[src/assert_macros.svh]
// ----------------------------------------------------------------------------
// assert_macros.svh : concurrent assertion helpers for the line stepper
// both macros sample on clk and are disarmed while rst is high
// ----------------------------------------------------------------------------
`ifndef ASSERT_MACROS_SVH
`define ASSERT_MACROS_SVH

// same-cycle implication
`define OLPS_ASSERT_NOW(label, cond, conseq, msg) \
  label: assert property (@(posedge clk) disable iff (rst) (cond) |-> (conseq)) \
    else $error(msg);

// next-cycle implication
`define OLPS_ASSERT_NEXT(label, cond, conseq, msg) \
  label: assert property (@(posedge clk) disable iff (rst) (cond) |=> (conseq)) \
    else $error(msg);

`endif

[src/olps_pkg.sv]
// ----------------------------------------------------------------------------
// olps_pkg : shared types and constants of the octant line pixel stepper
// operation codes, step direction flags and default widths
// ----------------------------------------------------------------------------
package olps_pkg;

  // default coordinate width and fixed colour width
  localparam int COORD_BITS_DEF = 12;
  localparam int COLOR_BITS     = 16;

  // operation carried in tuser
  typedef enum logic {
    OP_LOAD    = 1'b0,
    OP_ADVANCE = 1'b1
  } op_t;

  // step directions of the active line
  typedef struct packed {
    logic major_y;  // major axis is y
    logic y_neg;    // y decreases
    logic x_neg;    // x decreases
  } dirs_t;

endpackage

[src/olps_setup.sv]
// ----------------------------------------------------------------------------
// olps_setup : line setup for a load transaction
// absolute deltas, octant selection and the initial error term
// ----------------------------------------------------------------------------
module olps_setup #(
  parameter int COORD_BITS = olps_pkg::COORD_BITS_DEF
) (
  input  logic [COORD_BITS-1:0] x_start,
  input  logic [COORD_BITS-1:0] y_start,
  input  logic [COORD_BITS-1:0] x_end,
  input  logic [COORD_BITS-1:0] y_end,
  output olps_pkg::dirs_t       dirs,
  output logic [COORD_BITS-1:0] delta_major,
  output logic [COORD_BITS-1:0] delta_minor,
  output logic [COORD_BITS-1:0] stop_major,
  output logic [COORD_BITS+1:0] err_init
);

  localparam int ERR_W = COORD_BITS + 2;

  logic [COORD_BITS-1:0] adx;
  logic [COORD_BITS-1:0] ady;

  // absolute deltas and step directions
  always_comb begin
    dirs.x_neg = (x_end < x_start);
    dirs.y_neg = (y_end < y_start);
    adx = dirs.x_neg ? (x_start - x_end) : (x_end - x_start);
    ady = dirs.y_neg ? (y_start - y_end) : (y_end - y_start);
    // ties go to x
    dirs.major_y = (ady > adx);
  end

  // major and minor axis selection
  always_comb begin
    if (dirs.major_y) begin
      delta_major = ady;
      delta_minor = adx;
      stop_major  = y_end;
    end else begin
      delta_major = adx;
      delta_minor = ady;
      stop_major  = x_end;
    end
  end

  // error starts at minor minus half of major, rounded down
  assign err_init = ERR_W'(delta_minor) - ERR_W'(delta_major >> 1);

endmodule

[src/octant_line_pixel_stepper.sv]
// ----------------------------------------------------------------------------
// octant_line_pixel_stepper : Bresenham rasteriser for all eight octants
// an accepted advance's pixel is registered and reaches the master side in the next cycle
// throughput 1 transaction per cycle while the output stage is free or draining, one add/compare step per pixel
// synchronous reset clears line state (no line active) and the valid flag of the output stage
// ----------------------------------------------------------------------------
`include "assert_macros.svh"

module octant_line_pixel_stepper #(
  parameter int COORD_BITS = olps_pkg::COORD_BITS_DEF
) (
  input  logic clk,
  input  logic rst,
  // slave side
  input  logic s_tvalid,
  output logic s_tready,
  // s_tdata, lsb up: x_start, y_start, x_end, y_end, color, zero fill
  input  logic [((4*COORD_BITS+olps_pkg::COLOR_BITS+7)/8)*8-1:0] s_tdata,
  // s_tuser: op
  input  logic s_tuser,
  // master side
  output logic m_tvalid,
  input  logic m_tready,
  // m_tdata, lsb up: pixel_x, pixel_y, pixel_color, zero fill
  output logic [((2*COORD_BITS+olps_pkg::COLOR_BITS+7)/8)*8-1:0] m_tdata,
  // m_tlast: last_pixel
  output logic m_tlast
);

  localparam int CB    = COORD_BITS;
  localparam int CLR   = olps_pkg::COLOR_BITS;
  localparam int ERR_W = CB + 2;
  localparam int OUT_W = ((2*CB + CLR + 7) / 8) * 8;

  // unpacked input fields
  olps_pkg::op_t   op;
  logic [CB-1:0]   x_start;
  logic [CB-1:0]   y_start;
  logic [CB-1:0]   x_end;
  logic [CB-1:0]   y_end;
  logic [CLR-1:0]  color;

  // line state
  logic [CB-1:0]    cur_x;
  logic [CB-1:0]    cur_y;
  logic [CB-1:0]    stop_major;
  logic [ERR_W-1:0] err_term;
  logic [CB-1:0]    delta_major;
  logic [CB-1:0]    delta_minor;
  olps_pkg::dirs_t  step_dirs;
  logic [CLR-1:0]   line_color;
  logic             busy;

  // setup results
  olps_pkg::dirs_t  set_dirs;
  logic [CB-1:0]    set_major;
  logic [CB-1:0]    set_minor;
  logic [CB-1:0]    set_stop;
  logic [ERR_W-1:0] set_err;

  // step logic
  logic             s_accept;
  logic             do_load;
  logic             do_emit;
  logic [CB-1:0]    major_now;
  logic             is_last;
  logic             err_pos;
  logic [CB-1:0]    cur_x_next;
  logic [CB-1:0]    cur_y_next;
  logic [ERR_W-1:0] err_term_next;

  // output stage
  logic [CB-1:0]    out_x;
  logic [CB-1:0]    out_y;
  logic [CLR-1:0]   out_color;
  logic             out_last;

  // field unpacking
  assign op      = olps_pkg::op_t'(s_tuser);
  assign x_start = s_tdata[CB-1:0];
  assign y_start = s_tdata[2*CB-1:CB];
  assign x_end   = s_tdata[3*CB-1:2*CB];
  assign y_end   = s_tdata[4*CB-1:3*CB];
  assign color   = s_tdata[4*CB+CLR-1:4*CB];

  // handshake: take a transaction whenever the output stage is free or draining
  assign s_tready = !m_tvalid || m_tready;
  assign s_accept = s_tvalid && s_tready;
  assign do_load  = s_accept && (op == olps_pkg::OP_LOAD);
  assign do_emit  = s_accept && (op == olps_pkg::OP_ADVANCE) && busy;

  olps_setup #(
    .COORD_BITS (COORD_BITS)
  ) u_setup (
    .x_start     (x_start),
    .y_start     (y_start),
    .x_end       (x_end),
    .y_end       (y_end),
    .dirs        (set_dirs),
    .delta_major (set_major),
    .delta_minor (set_minor),
    .stop_major  (set_stop),
    .err_init    (set_err)
  );

  // one Bresenham step from the current pixel
  always_comb begin
    major_now  = step_dirs.major_y ? cur_y : cur_x;
    is_last    = (major_now == stop_major);
    err_pos    = !err_term[ERR_W-1] && (err_term != '0);
    cur_x_next = cur_x;
    cur_y_next = cur_y;
    if (step_dirs.major_y) begin
      cur_y_next = step_dirs.y_neg ? cur_y - 1'b1 : cur_y + 1'b1;
      if (err_pos) begin
        cur_x_next = step_dirs.x_neg ? cur_x - 1'b1 : cur_x + 1'b1;
      end
    end else begin
      cur_x_next = step_dirs.x_neg ? cur_x - 1'b1 : cur_x + 1'b1;
      if (err_pos) begin
        cur_y_next = step_dirs.y_neg ? cur_y - 1'b1 : cur_y + 1'b1;
      end
    end
    err_term_next = err_term + ERR_W'(delta_minor)
                  - (err_pos ? ERR_W'(delta_major) : '0);
  end

  // line state registers
  always_ff @(posedge clk) begin
    if (rst) begin
      cur_x       <= '0;
      cur_y       <= '0;
      stop_major  <= '0;
      err_term    <= '0;
      delta_major <= '0;
      delta_minor <= '0;
      step_dirs   <= '0;
      line_color  <= '0;
      busy        <= 1'b0;
    end else if (do_load) begin
      cur_x       <= x_start;
      cur_y       <= y_start;
      stop_major  <= set_stop;
      err_term    <= set_err;
      delta_major <= set_major;
      delta_minor <= set_minor;
      step_dirs   <= set_dirs;
      line_color  <= color;
      busy        <= 1'b1;
    end else if (do_emit) begin
      if (is_last) begin
        busy <= 1'b0;
      end else begin
        cur_x    <= cur_x_next;
        cur_y    <= cur_y_next;
        err_term <= err_term_next;
      end
    end
  end

  // output valid
  always_ff @(posedge clk) begin
    if (rst) begin
      m_tvalid <= 1'b0;
    end else if (do_emit) begin
      m_tvalid <= 1'b1;
    end else if (m_tready) begin
      m_tvalid <= 1'b0;
    end
  end

  // output payload
  always_ff @(posedge clk) begin
    if (do_emit) begin
      out_x     <= cur_x;
      out_y     <= cur_y;
      out_color <= line_color;
      out_last  <= is_last;
    end
  end

  assign m_tdata = OUT_W'({out_color, out_y, out_x});
  assign m_tlast = out_last;

  // checks
  `OLPS_ASSERT_NEXT(a_last_ends_line, do_emit && is_last,
                    !busy && m_tvalid && m_tlast, "last pixel did not end the line")
  `OLPS_ASSERT_NEXT(a_load_starts_line, do_load,
                    busy && cur_x == $past(x_start) && cur_y == $past(y_start),
                    "load did not start a line at its first endpoint")
  `OLPS_ASSERT_NOW(a_idle_advance_silent,
                   s_accept && op == olps_pkg::OP_ADVANCE && !busy,
                   !do_emit, "advance while idle produced a pixel")

endmodule
[config.mk]
export PLATFORM = sky130hd
export DESIGN_NAME = octant_line_pixel_stepper
export DESIGN_NICKNAME = d
export VERILOG_FILES = /design/src/olps_pkg.sv /design/src/olps_setup.sv /design/src/octant_line_pixel_stepper.sv
export VERILOG_INCLUDE_DIRS = /design/src /design/src/src
export SDC_FILE = /design/constraint.sdc
export NUM_CORES = 1
export LEC_CHECK = 0
export ABC_AREA = 1
export BUFFER_PORTS_ARGS = -buffer_cell sky130_fd_sc_hd__buf_2
export CAP_MARGIN = 20
export CORE_UTILIZATION = 40
export DETAILED_ROUTE_END_ITERATION = 7
export PLACE_DENSITY = 0.61
export SETUP_SLACK_MARGIN = 0.02
export SLEW_MARGIN = 5
export SYNTH_ARGS = -nofsm -noshare
export SYNTH_HDL_FRONTEND = slang
export SYNTH_SLANG_ARGS = --single-unit
[constraint.sdc]
create_clock -name clk -period 8.4 [get_ports clk]
set_clock_uncertainty 0.05 [all_clocks]
set_input_delay 1.26 -clock clk [delete_from_list [all_inputs] [get_ports clk]]
set_output_delay 1.26 -clock clk [all_outputs]
set_load 0.01 [all_outputs]
==> run summary, run 1 <==
Yosys cell types = 47
Placer Congestion = 0.980
post-DP HPWL = 27.4 mm
Max Transition Viols Final = 0
hold_sp = line_color[9]
Syn-to-layout area delta = 11.8%
Cell Area, Synth = 11700 sq um
clock-pin transition on the worst setup and hold timing paths = 0.06 ns
IO Port Bufs = 111
pin count of the biggest net entering global routing = 94
DP Cell Count = 2166
CP Class = input pin to flop
Area contributors post-synth = dfxtp_1 (16%), nand2_1 (14%), ha_1 (11%), edfxtp_1 (11%), inv_1 (9.6%)
# DRC = 0
I/O pins = 112
per-cell routed wire length = 15.5 um
Avg Cell Area, Syn = 6.79 sq um
gr ovfl total = 0
Static Leak = 6.78 nW
Routed WL = 34.0 mm
Reg-to-Reg Start = err_term[12]
WP data arrival = 6.53 ns
initial antenna violation count = 1
Setup WS post-layout = 2.14 ns
pre-CTS WS = 1.74 ns
Hold Buf Count CTS = 0
clock latency on the worst-skew pair = 0.43 ns
PwrDens = 247 nW/um^2
setup tns final = 0 ns
design area = 13100 sq um
Synth Register Bits = 136
CP Launch Type = input pin
core outline area = 28700 sq um
Final Hold Viols = 0
vias per cell = 5.01
min-delay worst type = flop to flop
Final ANT Viol Nets = 0
H-Tree Depth = 4
CTS sink count = 136
layout cells sized above 1 = 0.138
cts repair resizes = 0
Initial DRC Count = 925
via count of the first global-routing pass = 10200
Final Critical Period = 6.26 ns
root buffer cell = clkbuf_16
status = complete, no violations
Starting Density = 0.407
Final #Nets = 1988
Post-CTS Setup Bufs = 0
Final Util = 0.455
die span in y = 173 um
Worst EP required = 8.67 ns
share of the synthesized area in the top cell type = 0.163
Seq/Total Area, Yosys = 0.268
die width = 173 um
Synthesized Nets = 1909
fillers = 3042
largest area contributor in the netlist = dfxtp_1
Max FO, Critical Path = 32
highest clock rate = 160 MHz
Most used DFF post-synth = dfxtp_1
cell area after placement = 12500 sq um
Max-Cap Viols = 0
Post-Synthesis Cells = 1722
clk buf depth = 2
crit-path most repeated cell = nand2_1
CP max stage delay = 0.41 ns
Post-Layout Cell Count = 2199
most frequent cells after synthesis = nand2_1 (430), inv_1 (300), a21oi_1 (122)
CP max stage cell = ha_1
cts bufs inserted = 17
nature of the critical path endpoint = flop
DIE AREA = 29900 sq um
row count = 62
headroom to the max-slew limit = 0.339
Total GRT Usage = 0.229
final setup fails = 0
Critical path origin = s_tdata[21]
first-pass GRT wire length = 54.1 mm
CTS tree = yes
Final Cycle Share = 0.745
iteration count of the initial detailed-routing pass = 6
Peak VDD IR = 0.000137 V
RSZ-0062 raised after global routing = false
most common cell in the netlist = nand2_1
total number of vias = 11000
Slew @ Worst Pin = 0.992 ns
FFs w/ async S/R, synth = 0
synth warn = 0
EDFF count, synth = 41
final timing paths:
kind	to	slack, ns	depth (start not counted)
max	err_term[6]	2.14	35
min	out_color[9]	0.37	0
max reg2reg	err_term[13]	3.87	24
min reg2reg	out_color[9]	0.37	0
cell type report:
type,count,area (sq um),share of cell area
Multi-Input combinational cell,1216,7100,0.543
Sequential cell,136,3130,0.240
Antenna cell,1,2.50,0.000191
Clock inverter,15,158,0.0121
Tap cell,384,480,0.0368
Inverter,314,1180,0.0902
Timing Repair Buffer,116,593,0.0454
Clock buffer,17,425,0.0326
per-layer routing:
metal	track usage	vias to the layer above	part of all wire
met2	0.356	328	0.43
met1	0.329	5001	0.49
met4	0.0660	0	0.018
li1	-	5657	-
met3	0.0332	36	0.056
met5	0	-	0
placed cells by master, fill, tap and decap left out, types with 7 or more instances in the layout:
cell type / n
xor2_1: 35
nor2_1: 94
ha_1: 99
inv_2: 12
clkbuf_16: 17
nor2_2: 8
nand4_1: 11
fa_1: 19
nand3_1: 93
buf_2: 111
nand2_4: 10
dfxtp_1: 95
a31oi_1: 15
nand2_1: 430
a211oi_1: 7
o21bai_1: 8
o211ai_1: 23
inv_1: 300
o21ai_0: 117
a21oi_1: 122
or2_2: 7
edfxtp_1: 41
xnor2_1: 16
nand2_2: 50
nor2_4: 7
power by group:
part | internal, mW | switching (mW)
Clock | 0.420 | 0.324
Sequential | 0.732 | 0.0404
Combinational | 0.584 | 1.13
state kept, by name, indices dropped and copies added (netlist names):
signal and flops:
cur_y 12, stop_major 12, busy 1, err_term 14, step_dirs 3, delta_minor 12
out_y 12, m_tvalid 1, m_tlast 1, out_x 12, cur_x 12, delta_major 12
out_color 16, line_color 16
worst max-delay path: cells and delay by family:
family,cells,cell delay [ns]
and+or+nand+nor,17,1.97
adders and majority gates,4,1.32
AOI/OAI and AO/OA,5,0.83
buffers and inverters,7,0.78
xor gates and xnor gates,2,0.36
cells by family after synthesis:
family                   count (synthesis)  synth area share
AND/OR/NAND/NOR                        729             0.277
buffers and inverters                  370             0.126
AO/OA/AOI/OAI                          316             0.151
flip-flops                             136             0.268
adder cells (fa/ha/maj)                118             0.138
XOR/XNOR                                51            0.0382
multiplexers                             2           0.00171
through the flow:
stage	power, mW	hold WS, ns
floorplan	2.10	0.353
global placement	2.47	0.357
detailed placement	2.48	0.360
CTS	3.23	0.375
global route	3.50	0.381
finish	3.23	0.374
Power figures use the tool's default switching activity.
==> run 2, diff against run 1 <==
--- a/config.mk
+++ b/config.mk
@@ -6,12 +6,12 @@
 export SDC_FILE = /design/constraint.sdc
 export NUM_CORES = 1
 export LEC_CHECK = 0
-export ABC_AREA = 1
+export ABC_AREA = 0
 export BUFFER_PORTS_ARGS = -buffer_cell sky130_fd_sc_hd__buf_2
 export CAP_MARGIN = 20
 export CORE_UTILIZATION = 40
 export DETAILED_ROUTE_END_ITERATION = 7
-export PLACE_DENSITY = 0.61
+export PLACE_DENSITY = 0.63
 export SETUP_SLACK_MARGIN = 0.02
 export SLEW_MARGIN = 5
 export SYNTH_ARGS = -nofsm -noshare
==> constraint.sdc (replaced) <==
create_clock -name clk -period 5.26 [get_ports clk]
set_clock_uncertainty 0.05 [all_clocks]
set_input_delay 0.789 -clock clk [delete_from_list [all_inputs] [get_ports clk]]
set_output_delay 0.789 -clock clk [all_outputs]
set_load 0.01 [all_outputs]
==> run 2 against run 1 <==
The flow now finishes with violations (setup timing). Flip-flop and latch count unchanged. Wire length down 5.2%. Clock-buffer cell count unchanged. Synthesized area down 9.2%. Non-clock buffer count up 280. Utilization up 11 points. Die area down 9.0%. Cell count down 8.6%. Power up 110%. Highest routed layer unchanged.
==> run summary, run 2 <==
status = finished, violations left
failing checks = setup timing
CP Class = input pin to flop
pin count of the biggest net entering global routing = 97 (+3.2%)
highest clock rate = 157 MHz
first-pass GRT wire length = 51.0 mm (-5.8%)
min-delay worst type = flop to flop
I/O pins = 112 (unchanged)
Final Cycle Share = 1.21
IO Port Bufs = 111 (unchanged)
CP max stage delay = 0.43 ns (+0.02 ns)
clk buf depth = 2 (unchanged)
CTS sink count = 136 (unchanged)
Final #Nets = 1848 (-7.0%)
DIE AREA = 27200 sq um (-9.0%)
layout cells sized above 1 = 0.320 (+0.182)
Avg Cell Area, Syn = 8.16 sq um (+20%)
Routed WL = 32.2 mm (-5.2%)
Slew @ Worst Pin = 1.07 ns (+0.0795 ns)
most frequent cells after synthesis = inv_1 (146), nand2_1 (143), a21oi_1 (115)
core outline area = 26100 sq um (-9.2%)
Total GRT Usage = 0.241 (+0.0111)
Worst EP required = 5.51 ns (-3.16 ns)
die span in y = 165 um (-4.6%)
n_diodes = 0 (-1)
crit-path most repeated cell = a21oi_4
Peak VDD IR = 0.000292 V (+110%)
nature of the critical path endpoint = flop
Area contributors post-synth = dfxtp_1 (18%), ha_1 (12%), edfxtp_1 (12%), a21oi_1 (5.4%), inv_1 (5.2%)
root buffer cell = clkbuf_16
commonest non-fill, non-tap cell in the layout = buf_4
Final Critical Period = 6.37 ns
share of the synthesized area in the top cell type = 0.179 (+0.0164)
Synth Register Bits = 136 (unchanged)
Seq/Total Area, Yosys = 0.295 (+0.0270)
post-DP HPWL = 25.0 mm (-8.6%)
CTS tree = yes
vias per cell = 5.28 (+5.3%)
fillers = 2387 (-22%)
Max Transition Viols Final = 0 (unchanged)
clock-pin transition on the worst setup and hold timing paths = 0.06 ns (about the same)
total number of vias = 10600 (-3.8%)
Setup WS post-layout = -1.11 ns (-3.25 ns)
Final Hold Viols = 0 (unchanged)
PwrDens = 454 nW/um^2 (+84%)
FFs w/ async S/R, synth = 0 (unchanged)
Most used DFF post-synth = dfxtp_1
Starting Density = 0.408 (about the same)
clock latency on the worst-skew pair = 0.43 ns (about the same)
Syn-to-layout area delta = 38.2%
Max FO, Critical Path = 5 (-84%)
Multi-input gate area = 7200 sq um (+1.4%)
Post-Synthesis Cells = 1302 (-24%)
final setup fails = 11 (+11)
register area = 3130 sq um (unchanged)
biggest regs = line_color x16, out_color x16, err_term x14
most common cell in the netlist = inv_1
largest area contributor in the netlist = dfxtp_1
synth warn = 0 (unchanged)
Cell Area, Synth = 10600 sq um (-9.2%)
via count of the first global-routing pass = 10200 (-0.29%)
per-cell routed wire length = 16.1 um (+3.8%)
RSZ-0062 raised after global routing = true
die width = 165 um (-4.6%)
CP max stage cell = or3_4
WP data arrival = 6.62 ns (+0.09 ns)
# DRC = 0 (unchanged)
H-Tree Depth = 4 (unchanged)
headroom to the max-slew limit = 0.286 (-0.0530)
Synthesized Nets = 1489 (-22%)
most frequent cells in the layout = buf_4 (271), inv_1 (140), nand2_1 (136), nor2_1 (110), buf_2 (106)
Static Leak = 6.75 nW (-0.44%)
iteration count of the initial detailed-routing pass = 6 (unchanged)
CP Launch Type = input pin
DP Cell Count = 1937 (-11%)
row count = 59 (-4.8%)
initial antenna violation count = 0 (-1)
Initial DRC Count = 702 (-24%)
Post-Layout Cell Count = 2009 (-8.6%)
EDFF count, synth = 41 (unchanged)
total power = 6.66 mW (+110%)
Placer Congestion = 0.940 (-4.2%)
cts bufs inserted = 17 (unchanged)
Max-Cap Viols = 0 (unchanged)
gr ovfl total = 0 (unchanged)
Yosys cell types = 82 (+74%)
Final ANT Viol Nets = 0 (unchanged)
[run 2: cell types whose count changed in the layout (fill, tap and decap cells not counted), sizes merged, moves of 14 or more]
cell	previous run	this run
nand2	490	143
buf	116	395
inv	321	155
nand3	98	13
o21ai	123	68
mux2i	2	33
nor3	5	26
and2	3	22
a211oi	7	25
nor2b	0	18
a311oi	1	17
o211ai	23	9
[run 2: final timing paths]
kind / from / endpoint / slack (ns) / depth (start not counted)
min reg2reg: line_color[6] / out_color[6] / 0.38 / 0
max reg2reg: err_term[13] / err_term[11] / 0.17 / 19
max: s_tdata[24] / err_term[11] / -1.11 / 34
min: line_color[6] / out_color[6] / 0.38 / 0
[run 2: through the flow]
| step | TNS [ns] | setup slack [ns] | instance area, sq um | utilization | hold slack (ns) |
|---|---|---|---|---|---|
| 2_1_floorplan | -14.13 | -1.60 | 10800 | - | 0.358 |
| 3_3_place_gp | -15.06 | -1.50 | 13300 | 0.512 | 0.360 |
| 3_5_place_dp | -20.14 | -1.79 | 13300 | 0.512 | 0.365 |
| 4_1_cts | -9.33 | -1.10 | 14300 | 0.550 | 0.379 |
| 5_1_grt | -12.56 | -1.37 | 14700 | 0.563 | 0.384 |
| 6_report | -9.81 | -1.11 | 14700 | 0.563 | 0.381 |
[run 2: power breakdown]
part,switching (mW),internal (mW),leakage (nW)
Combinational,2.12,2.13,5.32
Clock,0.519,0.620,0.263
Sequential,0.0845,1.18,1.17
Total,2.72,3.94,6.75
[run 2: final cells by class]
cell class                      instances  share of cell area
Multi-Input combinational cell        964               0.490
Sequential cell                       136               0.213
Timing Repair Buffer                  396               0.192
Inverter                              146              0.0383
Clock buffer                           17              0.0290
Tap cell                              335              0.0285
Clock inverter                         15             0.00886
[run 2: timing repair]
action | in CTS | in global routing
gates cloned | 0 | 1
pin swaps | 42 | 47
hold buffers | 0 | 0
endpoints found under the setup margin | 14 | 28
gates resized for setup | 56 | 49
setup buffers | 24 | 16
[run 2: cell families (layout without fill, tap and decap cells)]
group                    after synthesis  after routing  share of synthesized area
AO/OA/AOI/OAI                        356            356                      0.224
XOR/XNOR                              53             53                     0.0450
adder cells (fa/ha/maj)              120            120                      0.154
buffers and inverters                202            574                     0.0727
flip-flops                           136            136                      0.295
multiplexers                          38             38                     0.0364
AND/OR/NAND/NOR                      397            397                      0.172
[run 2: critical path, delay by kind of cell]
family,cells,cell delay (ns)
and+or+nand+nor,9,1.56
AOI/OAI and AO/OA,12,2.13
muxes,1,0.35
xor gates and xnor gates,1,0.14
adders and majority gates,4,1.00
buffers and inverters,7,0.65
[run 2: routing by layer]
metal  global-route usage  part of all wire  vias to the layer above
li1                     -                 -                     5288
met1                0.325              0.47                     5008
met2                0.401              0.46                      266
met3               0.0301             0.046                       37
met4               0.0667             0.019                        0
met5                    0                 0                        -
==> run 3, diff against run 2 <==
--- a/config.mk
+++ b/config.mk
@@ -9,6 +9,7 @@
 export ABC_AREA = 0
 export BUFFER_PORTS_ARGS = -buffer_cell sky130_fd_sc_hd__buf_2
 export CAP_MARGIN = 20
+export CORE_ASPECT_RATIO = 0.7
 export CORE_UTILIZATION = 40
 export DETAILED_ROUTE_END_ITERATION = 7
 export PLACE_DENSITY = 0.63
==> run 3 against run 2 <==
The run still ends with setup timing left. Cell count is 0.35% lower. Maximum frequency is 0.26% lower. Critical path depth is 4 lower. Clock-buffer cell count is 1 higher. Utilization is 1.0 points lower. Worst hold slack worse by 0.0031 ns. Register-to-register slack hardly changed. Non-clock buffer count is 29 lower. Combinational power is 8.9% lower. First-iteration DRC count is 13% higher. Via count is 1.2% lower. Sequential share of layout area is 0.55 points higher.
==> run summary, run 3 (same netlist as run 2, synthesis figures left out) <==
row count = 49 (-17%)
via count of the first global-routing pass = 9921 (-2.3%)
cell area after placement = 13300 sq um (-0.19%)
Final #Nets = 1819 (-1.6%)
IO Port Bufs = 111 (unchanged)
RSZ-0062 raised after global routing = true
biggest regs = line_color x16, out_color x16, err_term x14
Final Hold Viols = 0 (unchanged)
failing checks = setup timing
CP Class = input pin to flop
Worst EP required = 5.55 ns (+0.04 ns)
status = finished, violations left
Crit Reg-Reg Endpoint = err_term[13]
Peak VDD IR = 0.000467 V (+60%)
gr ovfl total = 0 (unchanged)
pre-CTS WS = -1.77 ns (+0.0224 ns)
FF-to-FF path depth = 21 (+2)
fillers = 2396 (+0.38%)
clock latency on the worst-skew pair = 0.43 ns (about the same)
nature of the critical path endpoint = flop
CP Launch Type = input pin
Total GRT Usage = 0.242 (+0.00167)
highest clock rate = 157 MHz (-0.26%)
vias per cell = 5.23 (-0.82%)
Final Critical Period = 6.39 ns (+0.0167 ns)
register area = 3130 sq um (unchanged)
CTS tree = yes
Max FO, Critical Path = 4 (-1)
per-cell routed wire length = 16.3 um (+1.4%)
total power = 6.37 mW (-4.4%)
Max Transition Viols Final = 0 (unchanged)
Reg-to-Reg Start = err_term[13]
die span in y = 138 um (-16%)
n_diodes = 0 (unchanged)
WP data arrival = 6.68 ns (+0.06 ns)
Final Cycle Share = 1.21 (+0.00318)
first-pass GRT wire length = 51.9 mm (+1.8%)
H-Tree Depth = 4 (unchanged)
Syn-to-layout area delta = 34.8%
initial antenna violation count = 0 (unchanged)
Hold WS = 0.378 ns (-0.00314 ns)
Multi-input gate area = 7030 sq um (-2.4%)
clk buf depth = 2 (unchanged)
Placer Congestion = 0.920 (-2.1%)
hold_sp = line_color[5]
die width = 197 um (+19%)
Slew @ Worst Pin = 0.846 ns (-0.225 ns)
CP max stage delay = 0.52 ns (+0.09 ns)
Starting Density = 0.411 (+0.00294)
Static Leak = 6.57 nW (-2.7%)
I/O pins = 112 (unchanged)
Hold Path End = out_color[5]
register-to-register setup slack = 0.17 ns (about the same)
iteration count of the initial detailed-routing pass = 8 (+2)
total number of vias = 10500 (-1.2%)
clock-pin transition on the worst setup and hold timing paths = 0.06 ns (about the same)
cts bufs inserted = 17 (unchanged)
CTS sink count = 136 (unchanged)
min-delay worst type = flop to flop
commonest non-fill, non-tap cell in the layout = buf_4
post-DP HPWL = 25.5 mm (+1.6%)
pin count of the biggest net entering global routing = 62 (-36%)
final setup fails = 12 (+1)
headroom to the max-slew limit = 0.435 (+0.149)
layout cells sized above 1 = 0.294 (-0.0260)
Initial DRC Count = 791 (+13%)
DIE AREA = 27200 sq um (about the same)
CP max stage cell = or4_4
design area = 14300 sq um (-2.5%)
PwrDens = 445 nW/um^2 (-1.9%)
# DRC = 0 (unchanged)
Setup WS post-layout = -1.13 ns (-0.0167 ns)
Routed WL = 32.6 mm (+1.0%)
most frequent cells in the layout = buf_4 (248), inv_1 (141), nand2_1 (140), nor2_1 (111)
Final ANT Viol Nets = 0 (unchanged)
core outline area = 25900 sq um (-0.72%)
root buffer cell = clkbuf_16
Max-Cap Viols = 0 (unchanged)
Worst Hold Path Cells = 0 (unchanged)
==> run 3: cell types whose count changed in the layout (fill, tap and decap cells not counted), moves of 4 or more <==
| cell | before | now |
|---|---|---|
| a21oi_1 | 102 | 106 |
| buf_4 | 271 | 248 |
| buf_6 | 15 | 10 |
| nand2_1 | 136 | 140 |
| nand2_2 | 6 | 2 |
| o21ai_4 | 5 | 1 |
==> run 3: repair_timing <==
item / in CTS / in global routing
pin swaps: 32 / 28
hold buffers: 0 / 0
setup buffers: 13 / 5
setup endpoints to repair: 13 / 23
resized for setup: 38 / 26
==> run 3: metrics by stage <==
| stage | TNS (ns) | utilization | cells |
|---|---|---|---|
| finish | -10.03 | 0.553 | 2002 |
| global placement | -16.90 | 0.515 | 1952 |
| floorplan | -14.13 | - | 1302 |
| CTS | -8.97 | 0.548 | 1997 |
| detailed placement | -19.91 | 0.515 | 1952 |
| global route | -13.45 | 0.553 | 2002 |
==> run 3: how the worst max path moves through the flow <==
stage                startpoint            to  slack [ns]  depth (start not counted)
CTS                 s_tdata[24]   err_term[8]       -1.06                         31
floorplan           s_tdata[24]   err_term[8]       -1.60                         32
finish               s_tdata[3]  err_term[13]       -1.13                         30
global route        s_tdata[12]  err_term[10]       -1.39                         33
detailed placement  s_tdata[24]   err_term[8]       -1.77                         32
global placement    s_tdata[24]  err_term[10]       -1.60                         33
==> run 3: report_power, final <==
part | total (mW) | switching (mW) | internal, mW
combinational | 3.87 | 1.99 | 1.88
clock | 1.22 | 0.514 | 0.710
sequential | 1.27 | 0.0914 | 1.18
==> run 3: critical path: cells and delay by family <==
family,cells,cell delay [ns]
buffers and inverters,6,0.63
AOI/OAI and AO/OA,11,1.99
and+or+nand+nor,7,1.61
adders and majority gates,4,1.21
xor gates and xnor gates,1,0.14
muxes,1,0.30
==> run 3: metal layers <==
metal	track usage	wire, um	up-vias
met5	0	0	-
met4	0.0526	447	0
met3	0.0466	2520	32
met2	0.349	13200	314
met1	0.369	16400	4897
li1	-	-	5232
==> run 3: layout make-up <==
type | instances | share of cell area
clock buffer | 18 | 0.0300
clock inverter | 14 | 0.0113
inverter | 146 | 0.0393
multi-input combinational | 964 | 0.491
sequential | 136 | 0.219
tap | 357 | 0.0312
timing repair buffer | 367 | 0.178
